## src/sv/bbs_pkg.sv

```systemverilog
// Shared types and constants for the beep burst sequencer.
`timescale 1ns / 1ps
package bbs_pkg;

  localparam int TIME_W     = 32;
  localparam int CNT_W      = 8;
  localparam int LEN_W      = 16;
  localparam int CFG_DATA_W = 16;

  // serial units walk one bit of the time word per cycle
  localparam int SER_STEPS = TIME_W;
  localparam int SER_CNT_W = $clog2(SER_STEPS);

  localparam logic [TIME_W-1:0] START_DELAY_MS = 32'd30;

  localparam logic [LEN_W-1:0] NORMAL_ON_RST = 16'd100;
  localparam logic [LEN_W-1:0] GAP_MIN_RST   = 16'd200;
  localparam logic [LEN_W-1:0] GAP_MAX_RST   = 16'd1000;

  typedef enum logic [1:0] {
    OP_TICK   = 2'd0,
    OP_NORMAL = 2'd1,
    OP_RAPID  = 2'd2,
    OP_STOP   = 2'd3
  } op_t;

  typedef enum logic [1:0] {
    REG_ENABLE    = 2'd0,
    REG_NORMAL_ON = 2'd1,
    REG_GAP_MIN   = 2'd2,
    REG_GAP_MAX   = 2'd3
  } cfg_reg_t;

  typedef struct packed {
    logic busy;
    logic done;
    logic carry;
  } alu_stat_t;

  typedef struct packed {
    logic busy;
    logic done;
  } div_stat_t;

endpackage

```

## src/sv/bbs_in_if.sv

```systemverilog
// Command input channel.
`timescale 1ns / 1ps
interface bbs_in_if;
  import bbs_pkg::*;

  logic                valid;
  logic                ready;
  op_t                 operation;
  logic [TIME_W-1:0]   now_ms;
  logic [CNT_W-1:0]    beep_count;
  logic [LEN_W-1:0]    pulse_ms;
  logic [LEN_W-1:0]    pause_ms;
  logic [TIME_W-1:0]   random_word;

  modport source (output valid, operation, now_ms, beep_count, pulse_ms, pause_ms,
                  random_word, input ready);
  modport sink   (input valid, operation, now_ms, beep_count, pulse_ms, pause_ms,
                  random_word, output ready);
endinterface

```

## src/sv/bbs_out_if.sv

```systemverilog
// Result output channel.
`timescale 1ns / 1ps
interface bbs_out_if;
  import bbs_pkg::*;

  logic             valid;
  logic             ready;
  logic             buzzer_level;
  logic [CNT_W-1:0] beeps_left;

  modport source (output valid, buzzer_level, beeps_left, input ready);
  modport sink   (input valid, buzzer_level, beeps_left, output ready);
endinterface

```

## src/sv/bbs_cfg_if.sv

```systemverilog
// Register write channel.
`timescale 1ns / 1ps
interface bbs_cfg_if;
  import bbs_pkg::*;

  logic                  valid;
  logic                  ready;
  cfg_reg_t              index;
  logic [CFG_DATA_W-1:0] data;

  modport source (output valid, index, data, input ready);
  modport sink   (input valid, index, data, output ready);
endinterface

```

## src/sv/beep_burst_sequencer_top.sv

```systemverilog
// Beep burst sequencer top level: command sequencing, schedule state and registers.
`timescale 1ns / 1ps
// Usage:
//   in_ch   commands (tick / normal beep / rapid beep / stop) with the current ms time.
//           One transfer is taken at a time; ready is high only when the sequencer is idle.
//   out_ch  one result per command: buzzer level and pulses still to start, held in an
//           output register, so the next command is taken while a result waits.
//   cfg_ch  register writes (enable, normal on time, gap min, gap max); always ready.
//           Write only while no command is in flight.
// Command paths, accept to the result in the output register:
//   stop, rapid beep, disabled tick: straight to the last step
//   tick with nothing due: serial compare
//   normal beep: serial add of the 30 ms start delay
//   tick that starts or ends a pulse: serial compare, then serial add
//   Compare and add run in the bit-serial 32-bit adder, one bit per cycle; the random gap
//   remainder runs in a serial divider alongside the compare and adds no step.
//   A new command is taken only once the last one has handed over its result.
// Reset (synchronous, rst_n low): idle, nothing sounding, count and schedule cleared,
//   registers back to enable 1, 100 ms on, gap min 200 ms, gap max 1000 ms.
// Receiver stall: the result sits in the output register; a finished command waits
//   in its last step until the register frees, and in_ch stays not ready meanwhile.
module beep_burst_sequencer_top (
  input  logic          clk,
  input  logic          rst_n,
  bbs_in_if.sink        in_ch,
  bbs_out_if.source     out_ch,
  bbs_cfg_if.sink       cfg_ch
);
  import bbs_pkg::*;

  typedef enum logic [3:0] {
    S_IDLE = 4'b0001,  // waiting for a command
    S_CMP  = 4'b0010,  // tick: time compare and gap remainder running
    S_ADD  = 4'b0100,  // serial add into stop or next time
    S_DONE = 4'b1000   // hand result to the output register
  } state_t;

  state_t state_r;

  // registers
  logic             enable_r;
  logic [LEN_W-1:0] normal_on_r, gap_min_r, gap_max_r;

  // schedule state
  logic [CNT_W-1:0]  remaining_r;
  logic              sounding_r;
  logic [TIME_W-1:0] stop_time_r, next_time_r;
  logic [LEN_W-1:0]  on_len_r, gap_len_r;
  logic              fixed_r;

  // per-command scratch
  op_t               op_r;
  logic [TIME_W-1:0] now_r;
  logic              dest_stop_r;  // add result goes to stop time, else next time

  // output register
  logic             out_valid_r;
  logic             out_level_r;
  logic [CNT_W-1:0] out_left_r;

  // serial units
  logic              alu_start, alu_sub;
  logic [TIME_W-1:0] alu_a, alu_b, alu_sum;
  alu_stat_t         alu_stat;
  logic              div_start;
  logic [LEN_W-1:0]  div_rem, div_divisor;
  div_stat_t         div_stat;

  logic             in_xfer, cfg_xfer, out_free;
  logic             tick_ge, start_c, stop_c;
  logic [LEN_W-1:0] rand_gap, gap_val;

  assign in_xfer  = in_ch.valid && in_ch.ready;
  assign cfg_xfer = cfg_ch.valid && cfg_ch.ready;
  assign out_free = !out_valid_r || out_ch.ready;

  assign in_ch.ready  = (state_r == S_IDLE);
  assign cfg_ch.ready = 1'b1;

  assign out_ch.valid        = out_valid_r;
  assign out_ch.buzzer_level = out_level_r;
  assign out_ch.beeps_left   = out_left_r;

  // tick decision after the compare (carry = now >= selected time)
  assign tick_ge = alu_stat.carry;
  assign start_c = !sounding_r && (remaining_r != '0) && tick_ge;
  assign stop_c  = sounding_r && tick_ge;

  // random gap: min + rnd % (max - min), plain min when the range is empty
  assign div_divisor = gap_max_r - gap_min_r;
  assign rand_gap    = (gap_max_r > gap_min_r) ? (gap_min_r + div_rem) : gap_min_r;
  assign gap_val     = fixed_r ? gap_len_r : rand_gap;

  always_comb begin
    alu_start = 1'b0;
    alu_sub   = 1'b0;
    alu_a     = now_r;
    alu_b     = {{(TIME_W-LEN_W){1'b0}}, on_len_r};
    div_start = 1'b0;
    unique case (state_r)
      S_IDLE: begin
        alu_a = in_ch.now_ms;
        if (in_xfer) begin
          case (in_ch.operation)
            OP_TICK: begin
              if (enable_r) begin
                alu_start = 1'b1;
                alu_sub   = 1'b1;
                alu_b     = sounding_r ? stop_time_r : next_time_r;
                div_start = 1'b1;
              end
            end
            OP_NORMAL: begin
              alu_start = 1'b1;
              alu_b     = START_DELAY_MS;
            end
            default: ;
          endcase
        end
      end
      S_CMP: begin
        if (alu_stat.done && (start_c || stop_c)) begin
          alu_start = 1'b1;
          alu_b     = start_c ? {{(TIME_W-LEN_W){1'b0}}, on_len_r}
                              : {{(TIME_W-LEN_W){1'b0}}, gap_val};
        end
      end
      default: ;
    endcase
  end

  bbs_serial_alu u_alu (
    .clk   (clk),
    .rst_n (rst_n),
    .start (alu_start),
    .sub   (alu_sub),
    .a     (alu_a),
    .b     (alu_b),
    .sum   (alu_sum),
    .stat  (alu_stat)
  );

  bbs_serial_mod u_mod (
    .clk       (clk),
    .rst_n     (rst_n),
    .start     (div_start),
    .dividend  (in_ch.random_word),
    .divisor   (div_divisor),
    .remainder (div_rem),
    .stat      (div_stat)
  );

  // control and schedule state
  always_ff @(posedge clk) begin
    if (!rst_n) begin
      state_r     <= S_IDLE;
      enable_r    <= 1'b1;
      normal_on_r <= NORMAL_ON_RST;
      gap_min_r   <= GAP_MIN_RST;
      gap_max_r   <= GAP_MAX_RST;
      remaining_r <= '0;
      sounding_r  <= 1'b0;
      stop_time_r <= '0;
      next_time_r <= '0;
      fixed_r     <= 1'b0;
      out_valid_r <= 1'b0;
    end else begin
      if (cfg_xfer) begin
        unique case (cfg_ch.index)
          REG_ENABLE: begin
            enable_r <= cfg_ch.data[0];
            if (!cfg_ch.data[0]) sounding_r <= 1'b0;
          end
          REG_NORMAL_ON: normal_on_r <= cfg_ch.data;
          REG_GAP_MIN:   gap_min_r   <= cfg_ch.data;
          REG_GAP_MAX:   gap_max_r   <= cfg_ch.data;
        endcase
      end

      // loaded from the last step, held until the receiver takes it
      out_valid_r <= ((state_r == S_DONE) && out_free) || (out_valid_r && !out_ch.ready);

      unique case (state_r)
        S_IDLE: begin
          if (in_xfer) begin
            case (in_ch.operation)
              OP_TICK: begin
                if (enable_r) begin
                  state_r <= S_CMP;
                end else begin
                  sounding_r <= 1'b0;  // disabled: silence, keep count
                  state_r    <= S_DONE;
                end
              end
              OP_NORMAL: begin
                sounding_r  <= 1'b0;
                remaining_r <= in_ch.beep_count;
                fixed_r     <= 1'b0;
                state_r     <= S_ADD;
              end
              OP_RAPID: begin
                sounding_r <= 1'b0;
                if ((in_ch.beep_count == '0) || (in_ch.pulse_ms == '0)) begin
                  remaining_r <= '0;
                end else begin
                  remaining_r <= in_ch.beep_count;
                  fixed_r     <= 1'b1;
                  next_time_r <= in_ch.now_ms;
                end
                state_r <= S_DONE;
              end
              default: begin  // stop
                sounding_r  <= 1'b0;
                remaining_r <= '0;
                state_r     <= S_DONE;
              end
            endcase
          end
        end
        S_CMP: begin
          if (alu_stat.done) begin
            if (start_c) begin
              sounding_r  <= 1'b1;
              remaining_r <= remaining_r - CNT_W'(1);
              state_r     <= S_ADD;
            end else if (stop_c) begin
              sounding_r <= 1'b0;
              state_r    <= S_ADD;
            end else begin
              state_r <= S_DONE;
            end
          end
        end
        S_ADD: begin
          if (alu_stat.done) begin
            if (dest_stop_r) stop_time_r <= alu_sum;
            else             next_time_r <= alu_sum;
            state_r <= S_DONE;
          end
        end
        S_DONE: begin
          if (out_free) begin
            state_r <= S_IDLE;
          end
        end
        default: state_r <= S_IDLE;
      endcase
    end
  end

  // payload registers, no reset
  always_ff @(posedge clk) begin
    unique case (state_r)
      S_IDLE: begin
        if (in_xfer) begin
          op_r  <= in_ch.operation;
          now_r <= in_ch.now_ms;
          case (in_ch.operation)
            OP_NORMAL: begin
              on_len_r    <= normal_on_r;
              dest_stop_r <= 1'b0;
            end
            OP_RAPID: begin
              if ((in_ch.beep_count != '0) && (in_ch.pulse_ms != '0)) begin
                on_len_r  <= in_ch.pulse_ms;
                gap_len_r <= in_ch.pause_ms;
              end
            end
            default: ;
          endcase
        end
      end
      S_CMP: begin
        if (alu_stat.done) dest_stop_r <= start_c;
      end
      S_DONE: begin
        if (out_free) begin
          out_level_r <= sounding_r;
          out_left_r  <= remaining_r;
        end
      end
      default: ;
    endcase
  end

`ifndef ASSERT_OFF
  // divider and adder start together on a tick and must finish together
  a_div_with_cmp: assert property (@(posedge clk) disable iff (!rst_n)
    (state_r == S_CMP && alu_stat.done) |-> div_stat.done)
    else $error("remainder not ready at end of tick compare");

  // a pulse only starts when a count was left
  a_start_needs_count: assert property (@(posedge clk) disable iff (!rst_n)
    $rose(sounding_r) |-> ($past(remaining_r) != '0))
    else $error("pulse started with zero count");

  // a disabled tick always reports the buzzer off
  a_disabled_silent: assert property (@(posedge clk) disable iff (!rst_n)
    (state_r == S_DONE && op_r == OP_TICK && !enable_r) |-> !sounding_r)
    else $error("buzzer on after disabled tick");

  // no serial unit left running while a new command can be taken
  a_idle_units_free: assert property (@(posedge clk) disable iff (!rst_n)
    (state_r == S_IDLE) |-> (!alu_stat.busy && !div_stat.busy))
    else $error("serial unit busy in idle");
`endif

endmodule

```

## src/sv/bbs_serial_alu.sv

```systemverilog
// Bit-serial 32-bit adder/subtractor, LSB first, one bit per cycle.
`timescale 1ns / 1ps
module bbs_serial_alu (
  input  logic                      clk,
  input  logic                      rst_n,
  input  logic                      start,
  input  logic                      sub,
  input  logic [bbs_pkg::TIME_W-1:0] a,
  input  logic [bbs_pkg::TIME_W-1:0] b,
  output logic [bbs_pkg::TIME_W-1:0] sum,
  output bbs_pkg::alu_stat_t         stat
);
  import bbs_pkg::*;

  logic [TIME_W-1:0]    a_r, b_r, sum_r;
  logic                 carry_r, sub_r;
  logic [SER_CNT_W-1:0] cnt_r;
  logic                 busy_r, done_r;

  logic b_bit, s_bit, c_nxt;

  always_comb begin
    b_bit = b_r[0] ^ sub_r;
    s_bit = a_r[0] ^ b_bit ^ carry_r;
    c_nxt = (a_r[0] & b_bit) | (a_r[0] & carry_r) | (b_bit & carry_r);
  end

  always_ff @(posedge clk) begin
    if (!rst_n) begin
      busy_r <= 1'b0;
      done_r <= 1'b0;
      cnt_r  <= '0;
    end else begin
      done_r <= 1'b0;
      if (start) begin
        busy_r <= 1'b1;
        cnt_r  <= '0;
      end else if (busy_r) begin
        cnt_r <= cnt_r + SER_CNT_W'(1);
        if (cnt_r == SER_CNT_W'(SER_STEPS - 1)) begin
          busy_r <= 1'b0;
          done_r <= 1'b1;
        end
      end
    end
  end

  always_ff @(posedge clk) begin
    if (start) begin
      a_r     <= a;
      b_r     <= b;
      carry_r <= sub;  // two's complement: +1 on subtract
      sub_r   <= sub;
    end else if (busy_r) begin
      a_r     <= a_r >> 1;
      b_r     <= b_r >> 1;
      sum_r   <= {s_bit, sum_r[TIME_W-1:1]};
      carry_r <= c_nxt;
    end
  end

  assign sum        = sum_r;
  assign stat.busy  = busy_r;
  assign stat.done  = done_r;
  assign stat.carry = carry_r;  // on subtract: 1 means a >= b
endmodule

```

## src/sv/bbs_serial_mod.sv

```systemverilog
// Restoring serial remainder: 32-bit dividend by 16-bit divisor, one quotient bit per cycle.
`timescale 1ns / 1ps
module bbs_serial_mod (
  input  logic                       clk,
  input  logic                       rst_n,
  input  logic                       start,
  input  logic [bbs_pkg::TIME_W-1:0] dividend,
  input  logic [bbs_pkg::LEN_W-1:0]  divisor,
  output logic [bbs_pkg::LEN_W-1:0]  remainder,
  output bbs_pkg::div_stat_t         stat
);
  import bbs_pkg::*;

  logic [TIME_W-1:0]    q_r;
  logic [LEN_W-1:0]     rem_r, d_r;
  logic [SER_CNT_W-1:0] cnt_r;
  logic                 busy_r, done_r;

  logic [LEN_W:0]   trial;
  logic [LEN_W+1:0] diff;
  logic [LEN_W-1:0] rem_nxt;

  always_comb begin
    trial = {rem_r, q_r[TIME_W-1]};
    diff  = {1'b0, trial} - {2'b00, d_r};
    if (!diff[LEN_W+1]) begin
      rem_nxt = diff[LEN_W-1:0];
    end else begin
      rem_nxt = trial[LEN_W-1:0];
    end
  end

  always_ff @(posedge clk) begin
    if (!rst_n) begin
      busy_r <= 1'b0;
      done_r <= 1'b0;
      cnt_r  <= '0;
    end else begin
      done_r <= 1'b0;
      if (start) begin
        busy_r <= 1'b1;
        cnt_r  <= '0;
      end else if (busy_r) begin
        cnt_r <= cnt_r + SER_CNT_W'(1);
        if (cnt_r == SER_CNT_W'(SER_STEPS - 1)) begin
          busy_r <= 1'b0;
          done_r <= 1'b1;
        end
      end
    end
  end

  always_ff @(posedge clk) begin
    if (start) begin
      q_r   <= dividend;
      d_r   <= divisor;
      rem_r <= '0;
    end else if (busy_r) begin
      q_r   <= q_r << 1;
      rem_r <= rem_nxt;
    end
  end

  assign remainder = rem_r;
  assign stat.busy = busy_r;
  assign stat.done = done_r;
endmodule

```

## src/flat_wrapper.sv

```systemverilog
// flat-port wrapper written by rule: the top's interface ports become plain ports
module beep_burst_sequencer_top_flat import bbs_pkg::*;
  (clk, rst_n, in_ch_valid, in_ch_operation, in_ch_now_ms, in_ch_beep_count, in_ch_pulse_ms, in_ch_pause_ms, in_ch_random_word, in_ch_ready, out_ch_valid, out_ch_buzzer_level, out_ch_beeps_left, out_ch_ready, cfg_ch_valid, cfg_ch_index, cfg_ch_data, cfg_ch_ready);
  bbs_in_if in_ch_i ();
  bbs_out_if out_ch_i ();
  bbs_cfg_if cfg_ch_i ();
  input  logic clk;
  input  logic rst_n;
  input wire logic [$bits(in_ch_i.valid)-1:0] in_ch_valid;
  input wire logic [$bits(in_ch_i.operation)-1:0] in_ch_operation;
  input wire logic [$bits(in_ch_i.now_ms)-1:0] in_ch_now_ms;
  input wire logic [$bits(in_ch_i.beep_count)-1:0] in_ch_beep_count;
  input wire logic [$bits(in_ch_i.pulse_ms)-1:0] in_ch_pulse_ms;
  input wire logic [$bits(in_ch_i.pause_ms)-1:0] in_ch_pause_ms;
  input wire logic [$bits(in_ch_i.random_word)-1:0] in_ch_random_word;
  output wire logic [$bits(in_ch_i.ready)-1:0] in_ch_ready;
  output wire logic [$bits(out_ch_i.valid)-1:0] out_ch_valid;
  output wire logic [$bits(out_ch_i.buzzer_level)-1:0] out_ch_buzzer_level;
  output wire logic [$bits(out_ch_i.beeps_left)-1:0] out_ch_beeps_left;
  input wire logic [$bits(out_ch_i.ready)-1:0] out_ch_ready;
  input wire logic [$bits(cfg_ch_i.valid)-1:0] cfg_ch_valid;
  input wire logic [$bits(cfg_ch_i.index)-1:0] cfg_ch_index;
  input wire logic [$bits(cfg_ch_i.data)-1:0] cfg_ch_data;
  output wire logic [$bits(cfg_ch_i.ready)-1:0] cfg_ch_ready;
  assign in_ch_i.valid = in_ch_valid;
  assign in_ch_i.operation = in_ch_operation;
  assign in_ch_i.now_ms = in_ch_now_ms;
  assign in_ch_i.beep_count = in_ch_beep_count;
  assign in_ch_i.pulse_ms = in_ch_pulse_ms;
  assign in_ch_i.pause_ms = in_ch_pause_ms;
  assign in_ch_i.random_word = in_ch_random_word;
  assign in_ch_ready = in_ch_i.ready;
  assign out_ch_valid = out_ch_i.valid;
  assign out_ch_buzzer_level = out_ch_i.buzzer_level;
  assign out_ch_beeps_left = out_ch_i.beeps_left;
  assign out_ch_i.ready = out_ch_ready;
  assign cfg_ch_i.valid = cfg_ch_valid;
  assign cfg_ch_i.index = cfg_ch_index;
  assign cfg_ch_i.data = cfg_ch_data;
  assign cfg_ch_ready = cfg_ch_i.ready;
  beep_burst_sequencer_top u_core (.clk(clk), .rst_n(rst_n), .in_ch(in_ch_i), .out_ch(out_ch_i), .cfg_ch(cfg_ch_i));
endmodule
```

## config.mk

```make
export PLATFORM = sky130hd
export DESIGN_NAME = beep_burst_sequencer_top_flat
export DESIGN_NICKNAME = d
export VERILOG_FILES = /design/src/sv/bbs_pkg.sv /design/src/sv/bbs_in_if.sv /design/src/sv/bbs_out_if.sv /design/src/sv/bbs_cfg_if.sv /design/src/sv/beep_burst_sequencer_top.sv /design/src/sv/bbs_serial_alu.sv /design/src/sv/bbs_serial_mod.sv /design/src/flat_wrapper.sv
export SDC_FILE = /design/constraint.sdc
export NUM_CORES = 1
export LEC_CHECK = 0
export BUFFER_PORTS_ARGS = -buffer_cell sky130_fd_sc_hd__buf_2
export CAP_MARGIN = 10
export CORE_UTILIZATION = 49
export DETAILED_ROUTE_END_ITERATION = 8
export PLACE_DENSITY = 0.67
export SLEW_MARGIN = 15
export SYNTH_ARGS = -nofsm -noshare
export SYNTH_HDL_FRONTEND = slang
export SYNTH_SLANG_ARGS = --single-unit
```

## constraint.sdc

```tcl
create_clock -name clk -period 9.7 [get_ports clk]
set_input_delay 0.97 -clock clk [delete_from_list [all_inputs] [get_ports clk]]
set_output_delay 0.97 -clock clk [all_outputs]
set_load 0.01 [all_outputs]
```

======== Yosys cells after proc, flatten, opt, wreduce, memory -nomap -nowiden ========
Cells that the tools add are included.
word-level totals
  flip-flop bits (word level) ............. 377
  memories kept ........................... 0
  RAM bits ................................ 0
  bits in latches ......................... 0
  memory bits (read-only) ................. 0
  input bits .............................. 129
cells by class
  reduce and logical (&&, ||, !) cells .... 45
  div/mod/pow operators ................... 0
  order comparisons ....................... 1
  eq/ne operators ......................... 23
  add/subtract/negate cells ............... 6
  $mul .................................... 0
  muxes and demuxes ....................... 73
  bitwise gates (word level) .............. 11
  shift-type cells ........................ 0
operators with widths
  kind                 count
  $mux 32              16
  $pmux 32 s2          3
  $mux 16              5
  $mux 8               4
  $pmux 16 s2          1
  $mux 1               28
  $mux 4               7
  $pmux 8 s3           1
  $reduce_and 4->1     5
  $ne 2x2->1 const B   9
  $sub 17x16->18       1
  $add 16x16->16       1
  $gt 16x16->1         1
  $logic_not 16->1     1
  $pmux 4 s4           1
  $pmux 8 s2           1
  $reduce_bool 16->1   1
  $reduce_bool 8->1    2
  $sub 16x16->16       1
  $reduce_and 2->1     7
  $add 5x1->5 const B  2
  $eq 5x5->1 const B   2
  $pmux 1 s2           5
  $reduce_bool 2->1    5
  23 further kinds     49

======== Logic depth before layout (Yosys ltp) ========
  word-level depth ........................ 9
  gate-level depth with buffers ........... 11
  depth with buffers taken out ............ 10

======== By module ========
Synthesis repeated with hierarchy kept, for this count alone.
unflattened totals
  cells, all modules ...................... 1786
  area total of the unflattened synthesis .. 19008.2 sq um
modules (own cells, without submodules)
  module                    instances  sequential area each (sq um)  cells each  area an instance (sq um)
  beep_burst_sequencer_top  1          4784.6                        1274        11287.1
  bbs_serial_alu            1          3083.0                        211         4120.2
  bbs_serial_mod            1          1901.8                        301         3601.0

======== Worst setup path before layout ========
OpenSTA, ideal clock, no wires.
  path kind ............................... input port to flip-flop
  start point ............................. input in_ch_operation[1]
  end point ............................... register u_core.u_alu.a_r[0] (enable)
  data required time ...................... 9.266 ns
  arrival ................................. 3.477 ns
  buffers on the path ..................... 1
  stages on the path ...................... 7
  setup time .............................. 0.434 ns
  setup slack ............................. 5.790 ns
  cell sequence ........................... inv_1 -> ha_1 -> a21oi_1 -> nor3b_4 -> a41oi_4 -> buf_2 -> nand2b_1
between the ends
  word-level cells in the longest chain between the ends .. 5
  elaborated cells on any way between the ends .. 6
ends and longest elaborated chain
  item                                                  RTL line                         RTL
  start, declared                                       flat_wrapper.sv:10               input wire logic [$bits(in_ch_i.operation)-1:0] in_ch_operation;
  $eq 2x1->1 / $logic_not 2->1 (equally long branches)  beep_burst_sequencer_top.sv:104  case (in_ch.operation)
  $pmux 1 s2 *                                          beep_burst_sequencer_top.sv:104
  $mux 1 *                                              beep_burst_sequencer_top.sv:103  if (in_xfer) begin
  $pmux 1 s2 *                                          beep_burst_sequencer_top.sv:100  unique case (state_r)
  $reduce_bool 2->1 (no line) *                         --
  end signal, assigned                                  bbs_serial_alu.sv:55             a_r <= a_r >> 1;
  end, declared                                         bbs_serial_alu.sv:15             logic [TIME_W-1:0] a_r, b_r, sum_r;
Every way passes the cells marked *; elsewhere a longest branch is shown, timed or not.
A chain may end at the register's enable or synchronous reset.

======== Final worst setup path ========
  start point ............................. register u_core.gap_min_r[2]
  end point ............................... register u_core.u_alu.b_r[5] (data pin)
between the ends
  word-level cells in the longest chain between the ends .. 7
  elaborated cells on any way between the ends .. 8
ends and longest elaborated chain
  item                                                   RTL line                         RTL
  start, declared                                        beep_burst_sequencer_top.sv:42   logic [LEN_W-1:0] normal_on_r, gap_min_r, gap_max_r;
  start signal, assigned                                 beep_burst_sequencer_top.sv:175  REG_GAP_MIN: gap_min_r <= cfg_ch.data;
  $add 16x16->16 / $gt 16x16->1 (equally long branches)  beep_burst_sequencer_top.sv:91   assign rand_gap = (gap_max_r > gap_min_r) ? (gap_min_r + div_rem) : gap_min_r;
  $mux 16 *                                              beep_burst_sequencer_top.sv:91
  $mux 16 *                                              beep_burst_sequencer_top.sv:92   assign gap_val = fixed_r ? gap_len_r : rand_gap;
  $mux 16 *                                              beep_burst_sequencer_top.sv:124  alu_b = start_c ? {{(TIME_W-LEN_W){1'b0}}, on_len_r}
  $mux 32 *                                              beep_burst_sequencer_top.sv:122  if (alu_stat.done && (start_c || stop_c)) begin
  $pmux 32 s2 *                                          beep_burst_sequencer_top.sv:100
  $mux 32 *                                              bbs_serial_alu.sv:49             if (start) begin
  end signal, assigned                                   bbs_serial_alu.sv:56             b_r <= b_r >> 1;
  end, declared                                          bbs_serial_alu.sv:15
Marked as above.

==> flow_metrics.tcl <==
set metrics [dict create \
    arrival_ns 3.95 \
    cts_tree "yes" \
    swShare_pct 31.0 \
    cap_violations 0 \
    worst-path-max-fanout 27 \
    p_leak_nw 7.74 \
    nets 2144 \
    clock_path_buffers 3 \
    grt_start_max_net_pins 90 \
    hold_violations 0 \
    postPlaceCellArea_um2 19100 \
    synth_top_area_share_pct 36.4 \
    remaining_drc_errors 0 \
    grt_pass1_vias 13537 \
    met1Wirelength_mm 21.1 \
    internal_power_mw 3.18 \
    synth_largest_area_cell "edfxtp_1" \
    syn-cell-area_um2 18200 \
    htreeDepth 2 \
    critPathKind "reg2reg" \
    tns_ns 0 \
    antenna_found_initial 0 \
    drt_wl_total_mm 45.7 \
    fin_area_um2 20400 \
    synth_seq_area_share_pct 53.7 \
    wire_per_inst_um 18.6 \
    netSwitchingPower_mw 1.43 \
    drt_iter0_markers 1116 \
    wl_met3_mm 2.78 \
    insertion_delay_ns 0.55 \
    min_period_over_period_pct 37.8 \
    synth_seq_cells 377 \
    hpwl_mm 30.6 \
    clock_skew_ns 0.0212 \
    vias 14202 \
    die-height_um 195 \
    syn_inst 1856 \
    cts-root-buf "clkbuf_16" \
    port_buffers 139 \
    avgSynthCellArea_um2 9.78 \
    synthFlopType "edfxtp_1" \
    die_w_um 195 \
    max_clock_freq_ghz 0.272 \
    ys.warnings.count 0 \
    setup_viol 0 \
    combPwrFrac_pct 23.8 \
    grt_overflow 0 \
    grt_pass1_wl_mm 72.2 \
    cp.required_ns 9.98 \
    vdd_ir_drop_max_mv 0.114 \
    status "finished clean" \
    clkTransAtPathRegs_ns 0.06 \
    cts_buffers 41 \
    met2_length_mm 20.7 \
    synth_area_leaders "edfxtp_1 (36%), dfxtp_1 (17%), nand2_1 (9.1%)" \
    ios 141 \
    syn_nets 2045 \
    worst_setup_path_end_kind "register" \
    max-slew-margin-rel_pct 26.4 \
    grt_util_all_layers_pct 23.8 \
    grt_setup_unrepaired "false" \
    dieArea_um2 37800 \
    post_cts_buffers 0 \
    tightest_slew_ns 1.10 \
    place_congestion 0.934 \
    drtAntennaViolNets 0 \
    synth_edf_count 220 \
    start_util_pct 49.7 \
    hp-class "reg2reg" \
    clock-sinks 377 \
    firstDrtPassIters 5 \
    final_max_slew_viol_count 0 \
    postCtsHoldBufs 0 \
    layout_min_cycle_time_ns 3.67 \
    clkPwrFrac_pct 32.6 \
    avgViaCountPerCell 5.78 \
    n_antenna_cell 0 \
    powerDensity_nw_per_um2 226 \
    async_flop_share_pct 0 \
    seqPwrFrac_pct 43.6 \
    ys_types 86 \
    drive_gt1_share_pct 13.8 \
    area_growth_pct 12.4 \
    rows 70 \
    cts_resized 0 \
    cp-start-kind "register" \
    coreArea_um2 36500 \
    dr.max_layer_used "met4" \
]
layout make-up:
cell class | instances | area, um^2
fillers | 3230 | 16100
flip-flops and latches | 377 | 9750
multi-input cells | 1313 | 7710
clock buffers | 57 | 1140
repair buffers | 156 | 823
well taps | 468 | 586
inverters | 66 | 254
clock inverters | 19 | 143
Yosys cell counts, types with 8 or more instances:
cell type,count
nand4_1,9
a311oi_1,33
and3_1,12
a211oi_1,20
o211ai_1,10
a31oi_1,43
a221oi_1,9
a21o_1,11
mux2_2,23
buf_2,25
a21boi_0,24
nand2b_1,12
a21oi_1,114
nor2b_1,13
nor2_1,151
xnor2_1,19
a22oi_1,11
dfxtp_1,157
o21a_1,10
o21ai_0,75
nand2_1,442
ha_1,56
edfxtp_1,220
o31ai_1,8
inv_1,61
mux2i_1,43
nand3_1,27
nor3_1,19
xor2_1,18
or2_2,10
clkbuf_1,62
power groups by stage:
| stage | registers, mW | clock network [mW] | logic [mW] |
|---|---|---|---|
| after floorplan | 2.00 | 0 | 0.835 |
| after global placement | 2.04 | 0 | 1.06 |
| after detailed placement | 2.04 | 0 | 1.09 |
| after CTS | 2.01 | 1.53 | 1.09 |
| after global routing | 2.02 | 1.59 | 1.22 |
| final | 2.01 | 1.50 | 1.10 |
cells by family (layout without fill, tap and decap cells):
kind of cell	count (synthesis)	count (layout)	synth area share, %
XOR/XNOR	37	37	1.78
flip-flops	377	377	53.7
multiplexers	66	66	3.80
AO/OA/AOI/OAI	411	411	14.9
other	1	1	0.0206
buffers and inverters	166	298	3.95
AND/OR/NAND/NOR	738	738	17.5
adder cells (fa/ha/maj)	60	60	4.30
final timing paths:
check,endpoint,start,cells past startpoint,slack (ns)
min,u_core.stop_time_r[3]$_SDFFE_PN0P_,u_core.stop_time_r[3]$_SDFFE_PN0P_,2,0.45
min reg2reg,u_core.stop_time_r[3]$_SDFFE_PN0P_,u_core.stop_time_r[3]$_SDFFE_PN0P_,2,0.45
max,u_core.u_alu.b_r[5]$_DFFE_PP_,u_core.gap_min_r[2]$_SDFFE_PN0P_,9,6.03
max reg2reg,u_core.u_alu.b_r[5]$_DFFE_PP_,u_core.gap_min_r[2]$_SDFFE_PN0P_,9,6.03
sequential cells by signal, indices dropped and copies added, names as in the netlist, 4 cells and up:
| signal | flops |
|---|---|
| u_core.u_mod.d_r | 16 |
| u_core.u_alu.cnt_r | 5 |
| u_core.out_ch.beeps_left | 8 |
| u_core.remaining_r | 8 |
| u_core.gap_len_r | 16 |
| u_core.normal_on_r | 16 |
| u_core.u_mod.q_r | 32 |
| u_core.state_r | 4 |
| u_core.u_alu.a_r | 32 |
| u_core.now_r | 32 |
| u_core.u_mod.remainder | 16 |
| u_core.on_len_r | 16 |
| u_core.u_alu.sum | 32 |
| u_core.gap_min_r | 16 |
| u_core.gap_max_r | 16 |
| u_core.u_mod.cnt_r | 5 |
| u_core.u_alu.b_r | 32 |
| u_core.stop_time_r | 32 |
| u_core.next_time_r | 32 |
routing by layer:
metal	vias to the layer above	track usage (%)
li1	6809	-
met1	6843	34.3
met2	471	37.2
met3	79	3.45
met4	0	6.85
met5	-	0
stage by stage:
stage          setup WS (ns)  cells  utilization (%)  power [mW]  hold slack (ns)
3_5_place_dp            5.75   2380             52.4        3.12            0.448
2_1_floorplan           5.79   1856                -        2.83            0.406
5_1_grt                 5.85   2456             55.9        4.83            0.472
3_3_place_gp            5.85   2380             52.4        3.10            0.440
4_1_cts                 6.00   2456             55.9        4.62            0.455
6_report                6.03   2456             55.9        4.61            0.454
placed cells by master (no fill, tap or decap), drive strengths merged, types with 5 or more instances in the layout:
| cell | instances |
|---|---|
| xor2 | 18 |
| o21bai | 5 |
| nand3 | 27 |
| or3 | 5 |
| or2 | 10 |
| buf | 156 |
| dfxtp | 157 |
| nand2 | 444 |
| edfxtp | 220 |
| and3 | 12 |
| a22oi | 11 |
| a21o | 11 |
| a221oi | 10 |
| and2 | 6 |
| nor2b | 13 |
| nor2 | 152 |
| clkinv | 18 |
| ha | 56 |
| mux2 | 23 |
| nor4 | 8 |
| nand2b | 12 |
| clkbuf | 57 |
| a211oi | 20 |
| o21a | 10 |
| o31a | 7 |
| xnor2 | 19 |
| nand4 | 9 |
| o31ai | 8 |
| o211ai | 10 |
| a311oi | 34 |
| a21boi | 24 |
| mux2i | 43 |
| a31oi | 43 |
| inv | 66 |
| nor3 | 19 |
| o21ai | 76 |
| a21oi | 115 |
critical path: stages (launching register included):
cell,delay [ns]
dfxtp_1,0.39
inv_1,0.07
ha_1,0.33
nor2b_1,0.17
o311ai_0,0.51
a21oi_1,0.27
o21bai_2,0.93
mux2_2,0.42
o21ai_0,0.20
o21ai_0,0.12
(Power assumes the default switching activity.)
